==> src/hw/rtl/kcs_pkg.sv <==
package kcs_pkg;

  localparam int MAX_KEYS    = 256;
  localparam int ANGLE_UNITS = 4096;
  localparam int FRAC_BITS   = 12;

  localparam int ANGLE_BITS  = $clog2(ANGLE_UNITS);
  localparam int ANGLE_HALF  = ANGLE_UNITS / 2;

  localparam int OP_W       = 2;
  localparam int STEP_W     = 16;
  localparam int VALUE_W    = 16;
  localparam int TIME_W     = 24;
  localparam int KEY_W      = 8;
  localparam int FACTOR_W   = 13;
  localparam int BLEND_W    = 17;
  localparam int COUNT_W    = 9;
  localparam int PERIOD_W   = 16;
  localparam int CFG_IDX_W  = 2;
  localparam int CFG_DATA_W = 16;

  // Clip time plus one step, before wrap or clamp.
  localparam int SUM_W      = TIME_W + 1;
  localparam int DIV_CNT_W  = $clog2(SUM_W + 1);
  localparam int PROD_W     = BLEND_W + FACTOR_W + 1;

  typedef enum logic [OP_W-1:0] {
    OP_RESTART = 2'd0,
    OP_ADVANCE = 2'd1,
    OP_BLEND   = 2'd2
  } op_t;

  typedef enum logic [CFG_IDX_W-1:0] {
    CFG_CLIP_ENABLED = 2'd0,
    CFG_KEY_COUNT    = 2'd1,
    CFG_KEY_PERIOD   = 2'd2,
    CFG_LOOPING      = 2'd3
  } cfg_idx_t;

  typedef enum logic [1:0] {
    DIV_WRAP,
    DIV_INDEX,
    DIV_KEY,
    DIV_FRAC
  } div_sel_t;

  typedef enum logic [3:0] {
    S_IDLE,
    S_PREP,
    S_UPDATE,
    S_WRAP_WAIT,
    S_INDEX,
    S_INDEX_WAIT,
    S_KEY,
    S_KEY_WAIT,
    S_FRAC,
    S_FRAC_WAIT,
    S_MUL,
    S_EMIT
  } state_t;

  typedef struct packed {
    logic     load;
    logic     prep;
    logic     update;
    logic     div_start;
    logic     div_take;
    div_sel_t div_sel;
    logic     no_keys;
    logic     mul;
    logic     emit;
  } kcs_cmd_t;

  typedef struct packed {
    logic advance;
    logic keys_ok;
    logic looping;
    logic span_zero;
    logic div_busy;
    logic out_free;
  } kcs_status_t;

endpackage

==> src/hw/rtl/kcs_item_if.sv <==
interface kcs_item_if;
  logic                                valid;
  logic                                ready;
  logic [kcs_pkg::OP_W-1:0]            operation;
  logic [kcs_pkg::STEP_W-1:0]          step_ms;
  logic signed [kcs_pkg::VALUE_W-1:0]  from_value;
  logic signed [kcs_pkg::VALUE_W-1:0]  to_value;
  logic                                is_angle;
  logic signed [kcs_pkg::VALUE_W-1:0]  base_value;

  modport source (
    output valid, operation, step_ms, from_value, to_value, is_angle, base_value,
    input  ready
  );

  modport sink (
    input  valid, operation, step_ms, from_value, to_value, is_angle, base_value,
    output ready
  );
endinterface

==> src/hw/rtl/kcs_result_if.sv <==
interface kcs_result_if;
  logic                                valid;
  logic                                ready;
  logic [kcs_pkg::TIME_W-1:0]          clip_time_ms;
  logic                                finished;
  logic [kcs_pkg::KEY_W-1:0]           from_key;
  logic [kcs_pkg::KEY_W-1:0]           to_key;
  logic [kcs_pkg::FACTOR_W-1:0]        blend_factor;
  logic signed [kcs_pkg::BLEND_W-1:0]  blended_value;

  modport source (
    output valid, clip_time_ms, finished, from_key, to_key, blend_factor, blended_value,
    input  ready
  );

  modport sink (
    input  valid, clip_time_ms, finished, from_key, to_key, blend_factor, blended_value,
    output ready
  );
endinterface

==> src/hw/rtl/kcs_div.sv <==
module kcs_div (
  input  logic                            clk,
  input  logic                            rst,
  input  logic                            start,
  input  logic [kcs_pkg::DIV_CNT_W-1:0]   iters,
  input  logic [kcs_pkg::SUM_W-1:0]       num,
  input  logic [kcs_pkg::TIME_W-1:0]      init_rem,
  input  logic [kcs_pkg::TIME_W-1:0]      den,
  output logic                            busy,
  output logic [kcs_pkg::SUM_W-1:0]       quot,
  output logic [kcs_pkg::TIME_W-1:0]      rem
);
  import kcs_pkg::*;

  logic [DIV_CNT_W-1:0] cnt;
  logic [TIME_W:0]      shifted;
  logic [TIME_W+1:0]    trial;
  logic                 fits;
  logic [TIME_W-1:0]    rem_next;

  // Restoring division, one quotient bit per cycle. The numerator sits
  // left-aligned in quot and is shifted out as the quotient shifts in.
  assign shifted  = {rem, quot[SUM_W-1]};
  assign trial    = {1'b0, shifted} - {2'b00, den};
  assign fits     = !trial[TIME_W+1];
  assign rem_next = fits ? trial[TIME_W-1:0] : shifted[TIME_W-1:0];

  always_ff @(posedge clk) begin
    if (rst) begin
      busy <= 1'b0;
      cnt  <= '0;
    end else if (start) begin
      busy <= 1'b1;
      cnt  <= iters;
    end else if (busy) begin
      cnt <= cnt - 1'b1;
      if (cnt == DIV_CNT_W'(1)) begin
        busy <= 1'b0;
      end
    end
  end

  always_ff @(posedge clk) begin
    if (start) begin
      quot <= num;
      rem  <= init_rem;
    end else if (busy) begin
      quot <= {quot[SUM_W-2:0], fits};
      rem  <= rem_next;
    end
  end

endmodule

==> src/hw/rtl/kcs_datapath.sv <==
module kcs_datapath (
  input  logic                               clk,
  input  logic                               rst,
  input  logic                               cfg_we,
  input  logic [kcs_pkg::CFG_IDX_W-1:0]      cfg_index,
  input  logic [kcs_pkg::CFG_DATA_W-1:0]     cfg_wdata,
  input  logic [kcs_pkg::OP_W-1:0]           operation,
  input  logic [kcs_pkg::STEP_W-1:0]         step_ms,
  input  logic signed [kcs_pkg::VALUE_W-1:0] from_value,
  input  logic signed [kcs_pkg::VALUE_W-1:0] to_value,
  input  logic                               is_angle,
  input  logic signed [kcs_pkg::VALUE_W-1:0] base_value,
  input  kcs_pkg::kcs_cmd_t                  cmd,
  output kcs_pkg::kcs_status_t               status,
  kcs_result_if.source                       results
);
  import kcs_pkg::*;

  // Configuration registers
  logic                 clip_enabled;
  logic [COUNT_W-1:0]   key_count;
  logic [PERIOD_W-1:0]  key_period;
  logic                 looping;

  // Latched input item
  logic [OP_W-1:0]      op_r;
  logic [STEP_W-1:0]    step_r;
  logic [VALUE_W-1:0]   from_r;
  logic [VALUE_W-1:0]   to_r;
  logic                 angle_r;
  logic [VALUE_W-1:0]   base_r;

  // Clip state and working registers
  logic [TIME_W-1:0]    elapsed;
  logic                 done;
  logic [TIME_W-1:0]    span;
  logic [SUM_W-1:0]     tm;
  logic [TIME_W-1:0]    index;
  logic [PERIOD_W-1:0]  frac_rem;
  logic [KEY_W-1:0]     key_a;
  logic [FACTOR_W-1:0]  factor;
  logic signed [PROD_W-1:0] prod;

  // Result register
  logic                 out_valid;
  logic [TIME_W-1:0]    out_time;
  logic                 out_finished;
  logic [KEY_W-1:0]     out_from_key;
  logic [KEY_W-1:0]     out_to_key;
  logic [FACTOR_W-1:0]  out_factor;
  logic [BLEND_W-1:0]   out_blended;

  logic [COUNT_W-1:0]   n;
  logic [COUNT_W-1:0]   last;
  logic                 keys_ok;
  logic [COUNT_W-1:0]   span_keys;
  logic [COUNT_W+PERIOD_W-1:0] span_full;

  logic                 div_start;
  logic [DIV_CNT_W-1:0] div_iters;
  logic [SUM_W-1:0]     div_num;
  logic [TIME_W-1:0]    div_init;
  logic [TIME_W-1:0]    div_den;
  logic                 div_busy;
  logic [SUM_W-1:0]     div_quot;
  logic [TIME_W-1:0]    div_rem;

  logic [COUNT_W-1:0]   key_a_inc;
  logic [KEY_W-1:0]     key_b;

  logic [BLEND_W-1:0]   diff;
  logic [BLEND_W-1:0]   wrap_sum;
  logic [ANGLE_BITS-1:0] ang_m;
  logic [BLEND_W-1:0]   ang_d;
  logic [BLEND_W-1:0]   mul_a;
  logic signed [PROD_W-1:0] mul_a_x;
  logic signed [PROD_W-1:0] mul_t_x;
  logic signed [PROD_W-1:0] prod_shift;
  logic [VALUE_W-1:0]   lerp;
  logic [BLEND_W-1:0]   lerp_x;
  logic [BLEND_W-1:0]   base_x;
  logic [BLEND_W-1:0]   blended;

  always_ff @(posedge clk) begin
    if (rst) begin
      clip_enabled <= 1'b0;
      key_count    <= '0;
      key_period   <= PERIOD_W'(1);
      looping      <= 1'b0;
    end else if (cfg_we) begin
      unique case (cfg_idx_t'(cfg_index))
        CFG_CLIP_ENABLED: clip_enabled <= cfg_wdata[0];
        CFG_KEY_COUNT:    key_count    <= cfg_wdata[COUNT_W-1:0];
        CFG_KEY_PERIOD:   key_period   <= cfg_wdata[PERIOD_W-1:0];
        CFG_LOOPING:      looping      <= cfg_wdata[0];
      endcase
    end
  end

  assign n         = (key_count > COUNT_W'(MAX_KEYS)) ? COUNT_W'(MAX_KEYS) : key_count;
  assign last      = n - 1'b1;
  assign keys_ok   = clip_enabled && (n > COUNT_W'(1)) && (key_period != '0);
  assign span_keys = looping ? n : ((n != '0) ? last : '0);
  assign span_full = {{PERIOD_W{1'b0}}, span_keys} * {{COUNT_W{1'b0}}, key_period};

  always_ff @(posedge clk) begin
    if (cmd.load) begin
      op_r    <= operation;
      step_r  <= step_ms;
      from_r  <= from_value;
      to_r    <= to_value;
      angle_r <= is_angle;
      base_r  <= base_value;
    end
  end

  always_ff @(posedge clk) begin
    if (rst) begin
      elapsed <= '0;
      done    <= 1'b0;
    end else if (cmd.prep && (op_r == OP_RESTART)) begin
      elapsed <= '0;
      done    <= 1'b0;
    end else if (cmd.update) begin
      if (span == '0) begin
        elapsed <= '0;
        done    <= !looping;
      end else if (!looping) begin
        if (tm >= {1'b0, span}) begin
          elapsed <= span;
          done    <= 1'b1;
        end else begin
          elapsed <= tm[TIME_W-1:0];
        end
      end
    end else if (cmd.div_take && (cmd.div_sel == DIV_WRAP)) begin
      elapsed <= div_rem;
    end
  end

  always_ff @(posedge clk) begin
    if (cmd.prep) begin
      span <= span_full[TIME_W-1:0];
      tm   <= {1'b0, elapsed} + {{(SUM_W-STEP_W){1'b0}}, step_r};
    end
  end

  // Divider operands for the four divisions an item may need.
  always_comb begin
    unique case (cmd.div_sel)
      DIV_WRAP: begin
        div_num   = tm;
        div_init  = '0;
        div_den   = span;
        div_iters = DIV_CNT_W'(SUM_W);
      end
      DIV_INDEX: begin
        div_num   = {elapsed, 1'b0};
        div_init  = '0;
        div_den   = {{(TIME_W-PERIOD_W){1'b0}}, key_period};
        div_iters = DIV_CNT_W'(TIME_W);
      end
      DIV_KEY: begin
        div_num   = {index, 1'b0};
        div_init  = '0;
        div_den   = {{(TIME_W-COUNT_W){1'b0}}, n};
        div_iters = DIV_CNT_W'(TIME_W);
      end
      DIV_FRAC: begin
        div_num   = '0;
        div_init  = {{(TIME_W-PERIOD_W){1'b0}}, frac_rem};
        div_den   = {{(TIME_W-PERIOD_W){1'b0}}, key_period};
        div_iters = DIV_CNT_W'(FRAC_BITS);
      end
    endcase
  end

  assign div_start = cmd.div_start;

  kcs_div u_div (
    .clk      (clk),
    .rst      (rst),
    .start    (div_start),
    .iters    (div_iters),
    .num      (div_num),
    .init_rem (div_init),
    .den      (div_den),
    .busy     (div_busy),
    .quot     (div_quot),
    .rem      (div_rem)
  );

  always_ff @(posedge clk) begin
    if (cmd.no_keys) begin
      key_a  <= '0;
      factor <= '0;
    end else if (cmd.div_take) begin
      unique case (cmd.div_sel)
        DIV_WRAP: begin
        end
        DIV_INDEX: begin
          index    <= div_quot[TIME_W-1:0];
          frac_rem <= div_rem[PERIOD_W-1:0];
          if (!looping) begin
            key_a <= (div_quot[TIME_W-1:0] > TIME_W'(last)) ? last[KEY_W-1:0]
                                                          : div_quot[KEY_W-1:0];
          end
        end
        DIV_KEY:  key_a  <= div_rem[KEY_W-1:0];
        DIV_FRAC: factor <= FACTOR_W'(div_quot[FRAC_BITS-1:0]);
      endcase
    end
  end

  // Looping clips wrap from the last key back to key 0.
  assign key_a_inc = {1'b0, key_a} + 1'b1;
  always_comb begin
    if (!keys_ok) begin
      key_b = '0;
    end else if (looping) begin
      key_b = (key_a_inc == n) ? '0 : key_a_inc[KEY_W-1:0];
    end else begin
      key_b = ({1'b0, key_a} < last) ? key_a_inc[KEY_W-1:0] : last[KEY_W-1:0];
    end
  end

  // Angles take the shortest way around the circle.
  assign diff     = {to_r[VALUE_W-1], to_r} - {from_r[VALUE_W-1], from_r};
  assign wrap_sum = diff + BLEND_W'(ANGLE_HALF);
  assign ang_m    = wrap_sum[ANGLE_BITS-1:0];
  assign ang_d    = {{(BLEND_W-ANGLE_BITS){1'b0}}, ang_m} - BLEND_W'(ANGLE_HALF);
  assign mul_a    = angle_r ? ang_d : diff;
  assign mul_a_x  = signed'({{(PROD_W-BLEND_W){mul_a[BLEND_W-1]}}, mul_a});
  assign mul_t_x  = signed'({{(PROD_W-FACTOR_W){1'b0}}, factor});

  always_ff @(posedge clk) begin
    if (cmd.mul) begin
      prod <= mul_a_x * mul_t_x;
    end
  end

  assign prod_shift = prod >>> FRAC_BITS;
  assign lerp       = from_r + prod_shift[VALUE_W-1:0];
  assign lerp_x     = {lerp[VALUE_W-1], lerp};
  assign base_x     = {base_r[VALUE_W-1], base_r};

  always_comb begin
    if (op_r != OP_BLEND) begin
      blended = '0;
    end else if (!clip_enabled) begin
      blended = angle_r ? '0 : base_x;
    end else if (angle_r) begin
      blended = lerp_x;
    end else begin
      blended = base_x + lerp_x;
    end
  end

  always_ff @(posedge clk) begin
    if (rst) begin
      out_valid <= 1'b0;
    end else if (cmd.emit) begin
      out_valid <= 1'b1;
    end else if (results.ready) begin
      out_valid <= 1'b0;
    end
  end

  always_ff @(posedge clk) begin
    if (cmd.emit) begin
      out_time     <= elapsed;
      out_finished <= done;
      out_from_key <= key_a;
      out_to_key   <= key_b;
      out_factor   <= factor;
      out_blended  <= blended;
    end
  end

  assign results.valid         = out_valid;
  assign results.clip_time_ms  = out_time;
  assign results.finished      = out_finished;
  assign results.from_key      = out_from_key;
  assign results.to_key        = out_to_key;
  assign results.blend_factor  = out_factor;
  assign results.blended_value = signed'(out_blended);

  assign status.advance   = (op_r == OP_ADVANCE) && clip_enabled;
  assign status.keys_ok   = keys_ok;
  assign status.looping   = looping;
  assign status.span_zero = (span == '0);
  assign status.div_busy  = div_busy;
  assign status.out_free  = !out_valid || results.ready;

endmodule

==> src/hw/rtl/kcs_ctrl.sv <==
module kcs_ctrl (
  input  logic                 clk,
  input  logic                 rst,
  input  logic                 in_valid,
  output logic                 in_ready,
  input  kcs_pkg::kcs_status_t status,
  output kcs_pkg::kcs_cmd_t    cmd
);
  import kcs_pkg::*;

  state_t state;
  state_t state_next;

  always_ff @(posedge clk) begin
    if (rst) begin
      state <= S_IDLE;
    end else begin
      state <= state_next;
    end
  end

  always_comb begin
    state_next  = state;
    cmd         = '0;
    cmd.div_sel = DIV_WRAP;
    in_ready    = 1'b0;
    unique case (state)
      S_IDLE: begin
        in_ready = 1'b1;
        if (in_valid) begin
          cmd.load   = 1'b1;
          state_next = S_PREP;
        end
      end
      S_PREP: begin
        cmd.prep   = 1'b1;
        state_next = status.advance ? S_UPDATE : S_INDEX;
      end
      S_UPDATE: begin
        cmd.update = 1'b1;
        if (!status.span_zero && status.looping) begin
          cmd.div_start = 1'b1;
          cmd.div_sel   = DIV_WRAP;
          state_next    = S_WRAP_WAIT;
        end else begin
          state_next = S_INDEX;
        end
      end
      S_WRAP_WAIT: begin
        cmd.div_sel = DIV_WRAP;
        if (!status.div_busy) begin
          cmd.div_take = 1'b1;
          state_next   = S_INDEX;
        end
      end
      S_INDEX: begin
        cmd.div_sel = DIV_INDEX;
        if (status.keys_ok) begin
          cmd.div_start = 1'b1;
          state_next    = S_INDEX_WAIT;
        end else begin
          cmd.no_keys = 1'b1;
          state_next  = S_MUL;
        end
      end
      S_INDEX_WAIT: begin
        cmd.div_sel = DIV_INDEX;
        if (!status.div_busy) begin
          cmd.div_take = 1'b1;
          state_next   = status.looping ? S_KEY : S_FRAC;
        end
      end
      S_KEY: begin
        cmd.div_sel   = DIV_KEY;
        cmd.div_start = 1'b1;
        state_next    = S_KEY_WAIT;
      end
      S_KEY_WAIT: begin
        cmd.div_sel = DIV_KEY;
        if (!status.div_busy) begin
          cmd.div_take = 1'b1;
          state_next   = S_FRAC;
        end
      end
      S_FRAC: begin
        cmd.div_sel   = DIV_FRAC;
        cmd.div_start = 1'b1;
        state_next    = S_FRAC_WAIT;
      end
      S_FRAC_WAIT: begin
        cmd.div_sel = DIV_FRAC;
        if (!status.div_busy) begin
          cmd.div_take = 1'b1;
          state_next   = S_MUL;
        end
      end
      S_MUL: begin
        cmd.mul    = 1'b1;
        state_next = S_EMIT;
      end
      S_EMIT: begin
        if (status.out_free) begin
          cmd.emit   = 1'b1;
          state_next = S_IDLE;
        end
      end
      default: begin
        state_next = S_IDLE;
      end
    endcase
  end

endmodule

==> src/hw/rtl/keyframe_clip_sampler.sv <==
// Channel    Dir  Handshake      Payload
// items      in   valid/ready    operation, step_ms, from_value, to_value, is_angle,
//                                base_value
// results    out  valid/ready    clip_time_ms, finished, from_key, to_key,
//                                blend_factor, blended_value
// cfg        in   cfg_we         cfg_index, cfg_wdata (no read-back)
//
// One item is in flight at a time; its result waits on whichever divisions it needs
// from the shared restoring divider at one quotient bit per cycle: a looping wrap
// (25 bits), the key index (24), the key modulo for looping clips (24) and the blend
// fraction (12). The next item can be taken once the result is presented.
// Synchronous reset clears clip time, finished flag and config but sets period to 1.
// A waiting result does not block input; the next result stalls until it leaves.
module keyframe_clip_sampler (
  input  logic                           clk,
  input  logic                           rst,
  input  logic                           cfg_we,
  input  logic [kcs_pkg::CFG_IDX_W-1:0]  cfg_index,
  input  logic [kcs_pkg::CFG_DATA_W-1:0] cfg_wdata,
  kcs_item_if.sink                       items,
  kcs_result_if.source                   results
);
  import kcs_pkg::*;

  kcs_cmd_t    cmd;
  kcs_status_t status;
  logic        in_ready;

  assign items.ready = in_ready;

  kcs_ctrl u_ctrl (
    .clk      (clk),
    .rst      (rst),
    .in_valid (items.valid),
    .in_ready (in_ready),
    .status   (status),
    .cmd      (cmd)
  );

  kcs_datapath u_datapath (
    .clk        (clk),
    .rst        (rst),
    .cfg_we     (cfg_we),
    .cfg_index  (cfg_index),
    .cfg_wdata  (cfg_wdata),
    .operation  (items.operation),
    .step_ms    (items.step_ms),
    .from_value (items.from_value),
    .to_value   (items.to_value),
    .is_angle   (items.is_angle),
    .base_value (items.base_value),
    .cmd        (cmd),
    .status     (status),
    .results    (results)
  );

  // The block is busy for the rest of an accepted transaction.
  a_busy_after_accept: assert property (
    @(posedge clk) disable iff (rst)
    (items.valid && items.ready) |=> !items.ready
  ) else $error("input accepted twice in a row");

  a_no_instant_result: assert property (
    @(posedge clk) disable iff (rst)
    (items.valid && items.ready) |=> !$rose(results.valid)
  ) else $error("result appeared right after acceptance");

  a_factor_range: assert property (
    @(posedge clk) disable iff (rst)
    results.valid |-> (results.blend_factor <= FACTOR_W'(1 << FRAC_BITS))
  ) else $error("blend factor above one");

endmodule

==> src/flat_wrapper.sv <==
// flat-port wrapper written by rule: the top's interface ports become plain ports
module keyframe_clip_sampler_flat import kcs_pkg::*;
  (clk, rst, cfg_we, cfg_index, cfg_wdata, items_valid, items_operation, items_step_ms, items_from_value, items_to_value, items_is_angle, items_base_value, items_ready, results_valid, results_clip_time_ms, results_finished, results_from_key, results_to_key, results_blend_factor, results_blended_value, results_ready);
  kcs_item_if items_i ();
  kcs_result_if results_i ();
  input  logic clk;
  input  logic rst;
  input  logic cfg_we;
  input  logic [kcs_pkg::CFG_IDX_W-1:0] cfg_index;
  input  logic [kcs_pkg::CFG_DATA_W-1:0] cfg_wdata;
  input wire logic [$bits(items_i.valid)-1:0] items_valid;
  input wire logic [$bits(items_i.operation)-1:0] items_operation;
  input wire logic [$bits(items_i.step_ms)-1:0] items_step_ms;
  input wire logic [$bits(items_i.from_value)-1:0] items_from_value;
  input wire logic [$bits(items_i.to_value)-1:0] items_to_value;
  input wire logic [$bits(items_i.is_angle)-1:0] items_is_angle;
  input wire logic [$bits(items_i.base_value)-1:0] items_base_value;
  output wire logic [$bits(items_i.ready)-1:0] items_ready;
  output wire logic [$bits(results_i.valid)-1:0] results_valid;
  output wire logic [$bits(results_i.clip_time_ms)-1:0] results_clip_time_ms;
  output wire logic [$bits(results_i.finished)-1:0] results_finished;
  output wire logic [$bits(results_i.from_key)-1:0] results_from_key;
  output wire logic [$bits(results_i.to_key)-1:0] results_to_key;
  output wire logic [$bits(results_i.blend_factor)-1:0] results_blend_factor;
  output wire logic [$bits(results_i.blended_value)-1:0] results_blended_value;
  input wire logic [$bits(results_i.ready)-1:0] results_ready;
  assign items_i.valid = items_valid;
  assign items_i.operation = items_operation;
  assign items_i.step_ms = items_step_ms;
  assign items_i.from_value = items_from_value;
  assign items_i.to_value = items_to_value;
  assign items_i.is_angle = items_is_angle;
  assign items_i.base_value = items_base_value;
  assign items_ready = items_i.ready;
  assign results_valid = results_i.valid;
  assign results_clip_time_ms = results_i.clip_time_ms;
  assign results_finished = results_i.finished;
  assign results_from_key = results_i.from_key;
  assign results_to_key = results_i.to_key;
  assign results_blend_factor = results_i.blend_factor;
  assign results_blended_value = results_i.blended_value;
  assign results_i.ready = results_ready;
  keyframe_clip_sampler u_core (.clk(clk), .rst(rst), .cfg_we(cfg_we), .cfg_index(cfg_index), .cfg_wdata(cfg_wdata), .items(items_i), .results(results_i));
endmodule
==> config.mk <==
export PLATFORM = sky130hd
export DESIGN_NAME = keyframe_clip_sampler_flat
export DESIGN_NICKNAME = d
export VERILOG_FILES = /design/src/hw/rtl/kcs_pkg.sv /design/src/hw/rtl/kcs_item_if.sv /design/src/hw/rtl/kcs_result_if.sv /design/src/hw/rtl/kcs_div.sv /design/src/hw/rtl/kcs_datapath.sv /design/src/hw/rtl/kcs_ctrl.sv /design/src/hw/rtl/keyframe_clip_sampler.sv /design/src/flat_wrapper.sv
export SDC_FILE = /design/constraint.sdc
export NUM_CORES = 2
export LEC_CHECK = 0
export BUFFER_PORTS_ARGS = -buffer_cell sky130_fd_sc_hd__buf_2
export CAP_MARGIN = 10
export CORE_ASPECT_RATIO = 0.9
export CORE_MARGIN = 1
export CORE_UTILIZATION = 25
export CTS_BUF_LIST = sky130_fd_sc_hd__clkbuf_8
export DETAILED_ROUTE_END_ITERATION = 8
export PLACE_DENSITY_LB_ADDON = 0.12
export SYNTH_ARGS = -nofsm -noshare
export SYNTH_HDL_FRONTEND = slang
export SYNTH_SLANG_ARGS = --single-unit
export TNS_END_PERCENT = 10
==> constraint.sdc <==
create_clock -name clk -period 7.37 [get_ports clk]
set_input_delay 0.3685 -clock clk [delete_from_list [all_inputs] [get_ports clk]]
set_output_delay 0.3685 -clock clk [all_outputs]
set_load 0.05 [all_outputs]
* Word level (Yosys, flattened, before mapping)
Index checks and enable logic that the tools add are counted.
** Storage, ports and cells
- Flip-flop bits (word level) :: 386
- Word-level logic and storage cells :: 185
** Operators by class
- Add/sub/neg operators :: 10
- Multipliers :: 2
- Magnitude comparators :: 5
- Equal/unequal tests :: 30
- Multiplexer cells :: 64
- Bitwise gates (word level) :: 1
- Reduce and logical (&&, ||, !) cells :: 42
** Operator list (count)
- $mux W24 :: 8
- $pmux W25 S4 :: 1
- $pmux W24 S3 :: 1
- $mux W17 :: 4
- $mux W25 :: 2
- $pmux W24 S2 :: 1
- $pmux W4 S12 :: 1
- $mux W8 :: 5
- $mux W4 :: 8
- $mul A17 B13 Y28 :: 1
- $mux W9 :: 3
- $sub A25 B24 Y26 :: 1
- $add A24 B16 Y25 :: 1
- $ge A25 B24 Y1 :: 1
- $gt A24 B9 Y1 :: 1
- $logic_not A24 Y1 :: 1
- $mul A9 B16 Y24 :: 1
- $mux W1 :: 22
- $add A16 B16 Y17 :: 1
- $sub A16 B16 Y17 :: 1
- $add A16 B16 Y16 :: 1
- $eq A4 B3 Y1 const B :: 4
- $eq A4 B4 Y1 const B :: 4
- $pmux W8 S2 :: 1
- 37 further kinds :: 79

* Depth between registers and ports, before layout
- Depth in word-level cells :: 10
- Depth in mapped cells :: 32
- Gate-level depth less buffers :: 31

* Hierarchy
A second synthesis with hierarchy kept.
** Second synthesis, totals
- Cells, all modules :: 3510
- Area total of the unflattened synthesis :: 33520.9 µm²
** Modules (own cells, without submodules)
- kcs_datapath :: times used 1, cells each 2994, area each 28726.3 µm², sequential area each 8728.4 µm²
- kcs_div :: times used 1, cells each 440, area each 4279.1 µm², sequential area each 1591.5 µm²
- kcs_ctrl :: times used 1, cells each 76, area each 515.5 µm², sequential area each 80.1 µm²

* Least setup slack after synthesis
OpenSTA, ideal clock, no wires.
- Path type :: register to register
- From :: reg u_core.u_datapath.from_r[2]
- To :: reg u_core.u_datapath.prod[26] (data pin)
- Arrival :: 7.026 ns
- Data required time :: 7.112 ns
- Path slack :: 0.086 ns
- Stages on the path, launching flop included :: 29
- Path buffers :: 1
- Cells stage by stage :: edfxtp_1 -> inv_1 -> ha_1 -> nor2b_1 -> o31a_1 -> o41a_1 -> a31oi_4 -> a311oi_2 -> a2111oi_2 -> o31a_2 -> buf_6 -> nand2_1 -> fa_1 -> fa_1 -> inv_1 -> fa_1 -> inv_1 -> fa_1 -> fa_1 -> inv_1 -> ha_1 -> a21oi_1 -> nor2b_1 -> o21ai_0 -> nand2b_1 -> a221o_1 -> a21o_1 -> a21oi_1 -> xnor2_1
** Between the ends
- Longest elaborated chain between the ends :: 5
** RTL lines
- start, declared :: RTL line kcs_datapath.sv:28 : logic [VALUE_W-1:0] from_r;
- start signal, assigned :: RTL line kcs_datapath.sv:110 : from_r <= from_value;
- $sub A16 B16 Y17 * :: RTL line kcs_datapath.sv:228 : assign diff = {to_r[VALUE_W-1], to_r} - {from_r[VALUE_W-1], from_r};
- $add A12 B12 Y12 :: RTL line kcs_datapath.sv:229 : assign wrap_sum = diff + BLEND_W'(ANGLE_HALF);
- $sub A12 B12 Y13 :: RTL line kcs_datapath.sv:231 : assign ang_d = {{(BLEND_W-ANGLE_BITS){1'b0}}, ang_m} - BLEND_W'(ANGLE_HALF);
- $mux W17 * :: RTL line kcs_datapath.sv:232 : assign mul_a = angle_r ? ang_d : diff;
- $mul A17 B13 Y28 * :: RTL line kcs_datapath.sv:238 : prod <= mul_a_x * mul_t_x;
- end signal, assigned :: RTL line kcs_datapath.sv:238
- end, declared :: RTL line kcs_datapath.sv:42 : logic signed [PROD_W-1:0] prod;
Mark *: on every way between the ends. The rest lies on a longest branch, timed or not.
A chain may end at the register's enable or synchronous reset.

* Worst setup path in the final report
- From :: reg u_core.u_datapath.from_r[4]
- To :: reg u_core.u_datapath.prod[25] (data pin)
Same word-level chain as after synthesis.

==> impl_results.md <==
- Clk buf depth: 3
- Hold Crit Class: input port to register
- Clock sinks: 374
- Synthesized area per cell: 9.83 um2
- Drt first pass iters: 5
- Post-synth cell types: 91
- Leak: 16.8 nW
- Switching part of the total power: 46.3%
- Die area: 131000 um2
- Hold Crit Start: rst
- Slowest CP cell: fa_1
- Crit path from: u_core.u_datapath.from_r[4]
- Initial antenna violation count: 3
- Flop pwr share: 23.1%
- Fmax: 134 MHz
- Reg area: 10400 um2
- Synthesized cell area: 32300 um2
- Net Switching: 7.57 mW
- Gp weighted congestion: 0.802
- CTS clock-pin slew for the worst setup and hold paths: 0.06 ns
- GRT overflow: 0
- Failing checks: setup timing
- Maximum vdd drop: 0.215 mV
- Global-route usage over all layers: 16.6%
- Post-DP HPWL: 83100 um
- Syn_nets: 3898
- Async set or reset register ratio after synthesis: 0%
- Post-DP Area: 36100 um2
- Die Ht: 343 um
- Ranking of synthesized cells by area: edfxtp_1 27%, fa_1 17%, ha_1 9.1%
- Crit-path max FO: 6
- Layout cell share with drive strength beyond 1: 16.0%
- Slew margin rel.: 25.5%
- CTS tree: yes
- Total Power: 16.3 mW
- Yosys top cell by area: edfxtp_1
- Fin. max-slew vios: 0
- Core area: 128000 um2
- Vias in the first global route: 25000
- Top Ports: 163
- Post-route clock skew: 0.0624 ns
- First-pass GRT wire length: 164000 um
- Status: finished, violations left
- # rows: 124
- Root Driver: clkbuf_8
- PwrDens: 421 nW/um2
- Period utilization: 101%
- Antenna Nets Post-Route: 0
- Chip Width: 381 um
- RR Startpoint: u_core.u_datapath.from_r[4]
- Gate Count Post-Synth: 3290
- Initial Util: 25.3%
- Seq/Total Area, Yosys: 32.2%
- Syn. warnings: 0
- Fin area: 38900 um2
- Minimum clock period: 7.44 ns
- Least-Margin Pin Slew: 1.11 ns
- Comb pwr share: 62.0%
- Number of buffers created by CTS: 78
- Required time worst endpoint: 7.87 ns
- Vias per cell: 4.52
- Area of the multi-input gates: 19900 um2
- Worst path max stage delay: 0.55 ns
- Fin. Hold Viols: 0
- WL per Instance: 20.0 um
- CP endpoint kind: register
- Wirelength, routed: 109000 um
- Final Worst Setup Slack: -0.0659 ns
- CP Class: register to register
- Post-synth EDFFs: 291
- WP data arrival: 7.94 ns
- Filler Cell Count: 13500
- Share of the core filled with cells: 30.4%
- H-tree Lvls: 3
- Hold Slack: 0.260 ns
- Synth top area share: 27.0%
- DRC viols: 0
- Setup Viol. Count Final: 2
- Dominant synthesized flop cell: edfxtp_1
- Port Buffers: 161
- Max-Cap Viols: 0
- Via Count: 24500
- Clk_lat worst skew: 0.77 ns
- Largest net degree at the start of global routing: 51
- DRT iter0 DRCs: 1283
- RSZ-0062 raised after global routing: true
- Final net count: 4263
- Area Growth Syn to Fin: 20.2%
- Clock Power Share: 14.9%
- P_int: 8.78 mW
- Yosys reg bits: 374
- Critical path startpoint category: register
==> final cells by class <==
type                    count  share of cell area [%]
diodes                      2                  0.0129
clock buffers              86                    3.05
clock inverters            57                    1.19
inverters                 446                    4.31
multi-input cells        2321                    51.1
flip-flops and latches    374                    26.8
well taps                1701                    5.48
repair buffers            434                    8.06
==> cells in the final DEF (no fill, tap or decap), types with 34 or more instances in the layout <==
| cell | instances |
|---|---|
| o21ai_0 | 99 |
| buf_4 | 177 |
| xor2_1 | 44 |
| xnor2_1 | 88 |
| buf_2 | 161 |
| nand3_1 | 75 |
| mux2i_1 | 54 |
| a21oi_1 | 131 |
| clkbuf_8 | 86 |
| nor2b_1 | 60 |
| nor3_1 | 34 |
| and2_1 | 140 |
| a21o_1 | 40 |
| fa_1 | 280 |
| nor2_1 | 186 |
| inv_1 | 469 |
| nand2_1 | 367 |
| dfxtp_1 | 81 |
| dlygate4sd3_1 | 86 |
| edfxtp_1 | 291 |
| a22oi_1 | 36 |
| ha_1 | 229 |
==> metal layers <==
layer	part of all wire, %	GRT usage, %	wire, um	vias up
met5	0	0	0	-
met1	52	25.1	56900	12100
li1	-	-	-	11900
met3	4.3	3.07	4670	104
met4	1.5	3.21	1590	0
met2	42	24.4	45400	424
==> worst max-delay path: cells and delay by family, from the launching register on <==
kind | cells | cell delay (ns)
compound gates | 9 | 1.72
xor+xnor | 2 | 0.30
simple gates | 4 | 0.74
flops | 1 | 0.34
buf+inv | 8 | 0.92
fa+ha+maj | 7 | 3.16
==> kinds of logic (layout without fill, tap and decap cells) <==
kind of cell | count (synthesis) | in the layout | synth area share [%]
DFF | 374 | 374 | 32.2
xor gates and xnor gates | 134 | 134 | 3.67
buffers and inverters | 595 | 1023 | 7.13
and+or+nand+nor | 1023 | 1023 | 15.3
AOI/OAI and AO/OA | 566 | 566 | 12.4
other | 1 | 3 | 0.0116
adders and majority gates | 518 | 518 | 26.6
muxes | 79 | 79 | 2.76
==> final timing paths <==
check                                    to  slack, ns  depth (start not counted)
max              u_core.u_datapath.prod[25]      -0.07                         30
min          u_core.u_datapath.u_div.cnt[0]       0.26                          2
max reg2reg      u_core.u_datapath.prod[25]      -0.07                         30
min reg2reg     u_core.u_datapath.index[16]       0.49                          0
==> registers in the layout, summed over array words and instances, names as in the netlist, 12 cells and up <==
signal and flops:
u_core.u_datapath.u_div.quot 25, u_core.u_datapath.index 24, u_core.u_datapath.elapsed 24, u_core.u_datapath.frac_rem 16, u_core.u_datapath.results.clip_time_ms 24, u_core.u_datapath.u_div.rem 24
u_core.u_datapath.factor 12, u_core.u_datapath.prod 16, u_core.u_datapath.from_r 16, u_core.u_datapath.key_period 16, u_core.u_datapath.span 24, u_core.u_datapath.results.blend_factor 12
u_core.u_datapath.base_r 16, u_core.u_datapath.results.blended_value 17, u_core.u_datapath.tm 25, u_core.u_datapath.to_r 16, u_core.u_datapath.step_r 16
==> power groups by stage <==
| stage | combinational [mW] | sequential [mW] | clock, mW |
|---|---|---|---|
| 3_3_place_gp | 9.92 | 3.83 | 0 |
| 2_1_floorplan | 6.87 | 3.33 | 0 |
| 4_1_cts | 10.2 | 3.78 | 2.55 |
| 6_report | 10.1 | 3.78 | 2.43 |
| 5_1_grt | 11.5 | 3.83 | 2.62 |
| 3_5_place_dp | 9.90 | 3.81 | 0 |
==> synth_stat cells, types with 11 or more instances <==
| cell type | instances |
|---|---|
| inv_1 | 444 |
| nand2_1 | 367 |
| edfxtp_1 | 291 |
| fa_1 | 282 |
| ha_1 | 236 |
| nor2_1 | 188 |
| and2_1 | 143 |
| a21oi_1 | 138 |
| clkbuf_1 | 126 |
| o21ai_0 | 107 |
| xnor2_1 | 89 |
| dfxtp_1 | 83 |
| nand3_1 | 76 |
| nor2b_1 | 63 |
| mux2i_1 | 54 |
| xor2_1 | 44 |
| a21o_1 | 40 |
| nor3_1 | 40 |
| a22oi_1 | 36 |
| nand2b_1 | 29 |
| o21a_1 | 23 |
| a211oi_2 | 19 |
| a22oi_2 | 19 |
| mux2_4 | 19 |
| nand4_1 | 19 |
| or3_1 | 19 |
| a211oi_1 | 18 |
| and3_1 | 18 |
| a31oi_1 | 16 |
| nor4_1 | 16 |
| o22ai_1 | 15 |
| a31o_2 | 11 |
| o211ai_1 | 11 |
| o31a_1 | 11 |
==> stage by stage <==
step           std cells  TNS [ns]  worst slack (ns)
2_1_floorplan       3290         0            0.0856
3_3_place_gp        5177    -0.455            -0.177
3_5_place_dp        5177    -0.531            -0.200
4_1_cts             5412    -0.101           -0.0460
5_1_grt             5421     -2.02            -0.370
6_report            5421   -0.0782           -0.0659
==> repair_timing <==
item                                   4_1_cts  5_1_grt
gates resized for setup                     24       21
hold buffers                                86        0
setup endpoints to repair                    4       17
cloned                                       0        0
pin swaps                                   35       24
endpoints found under the hold margin       93        0
buffers inserted                             6        7
Power figures use the tool's default switching activity.
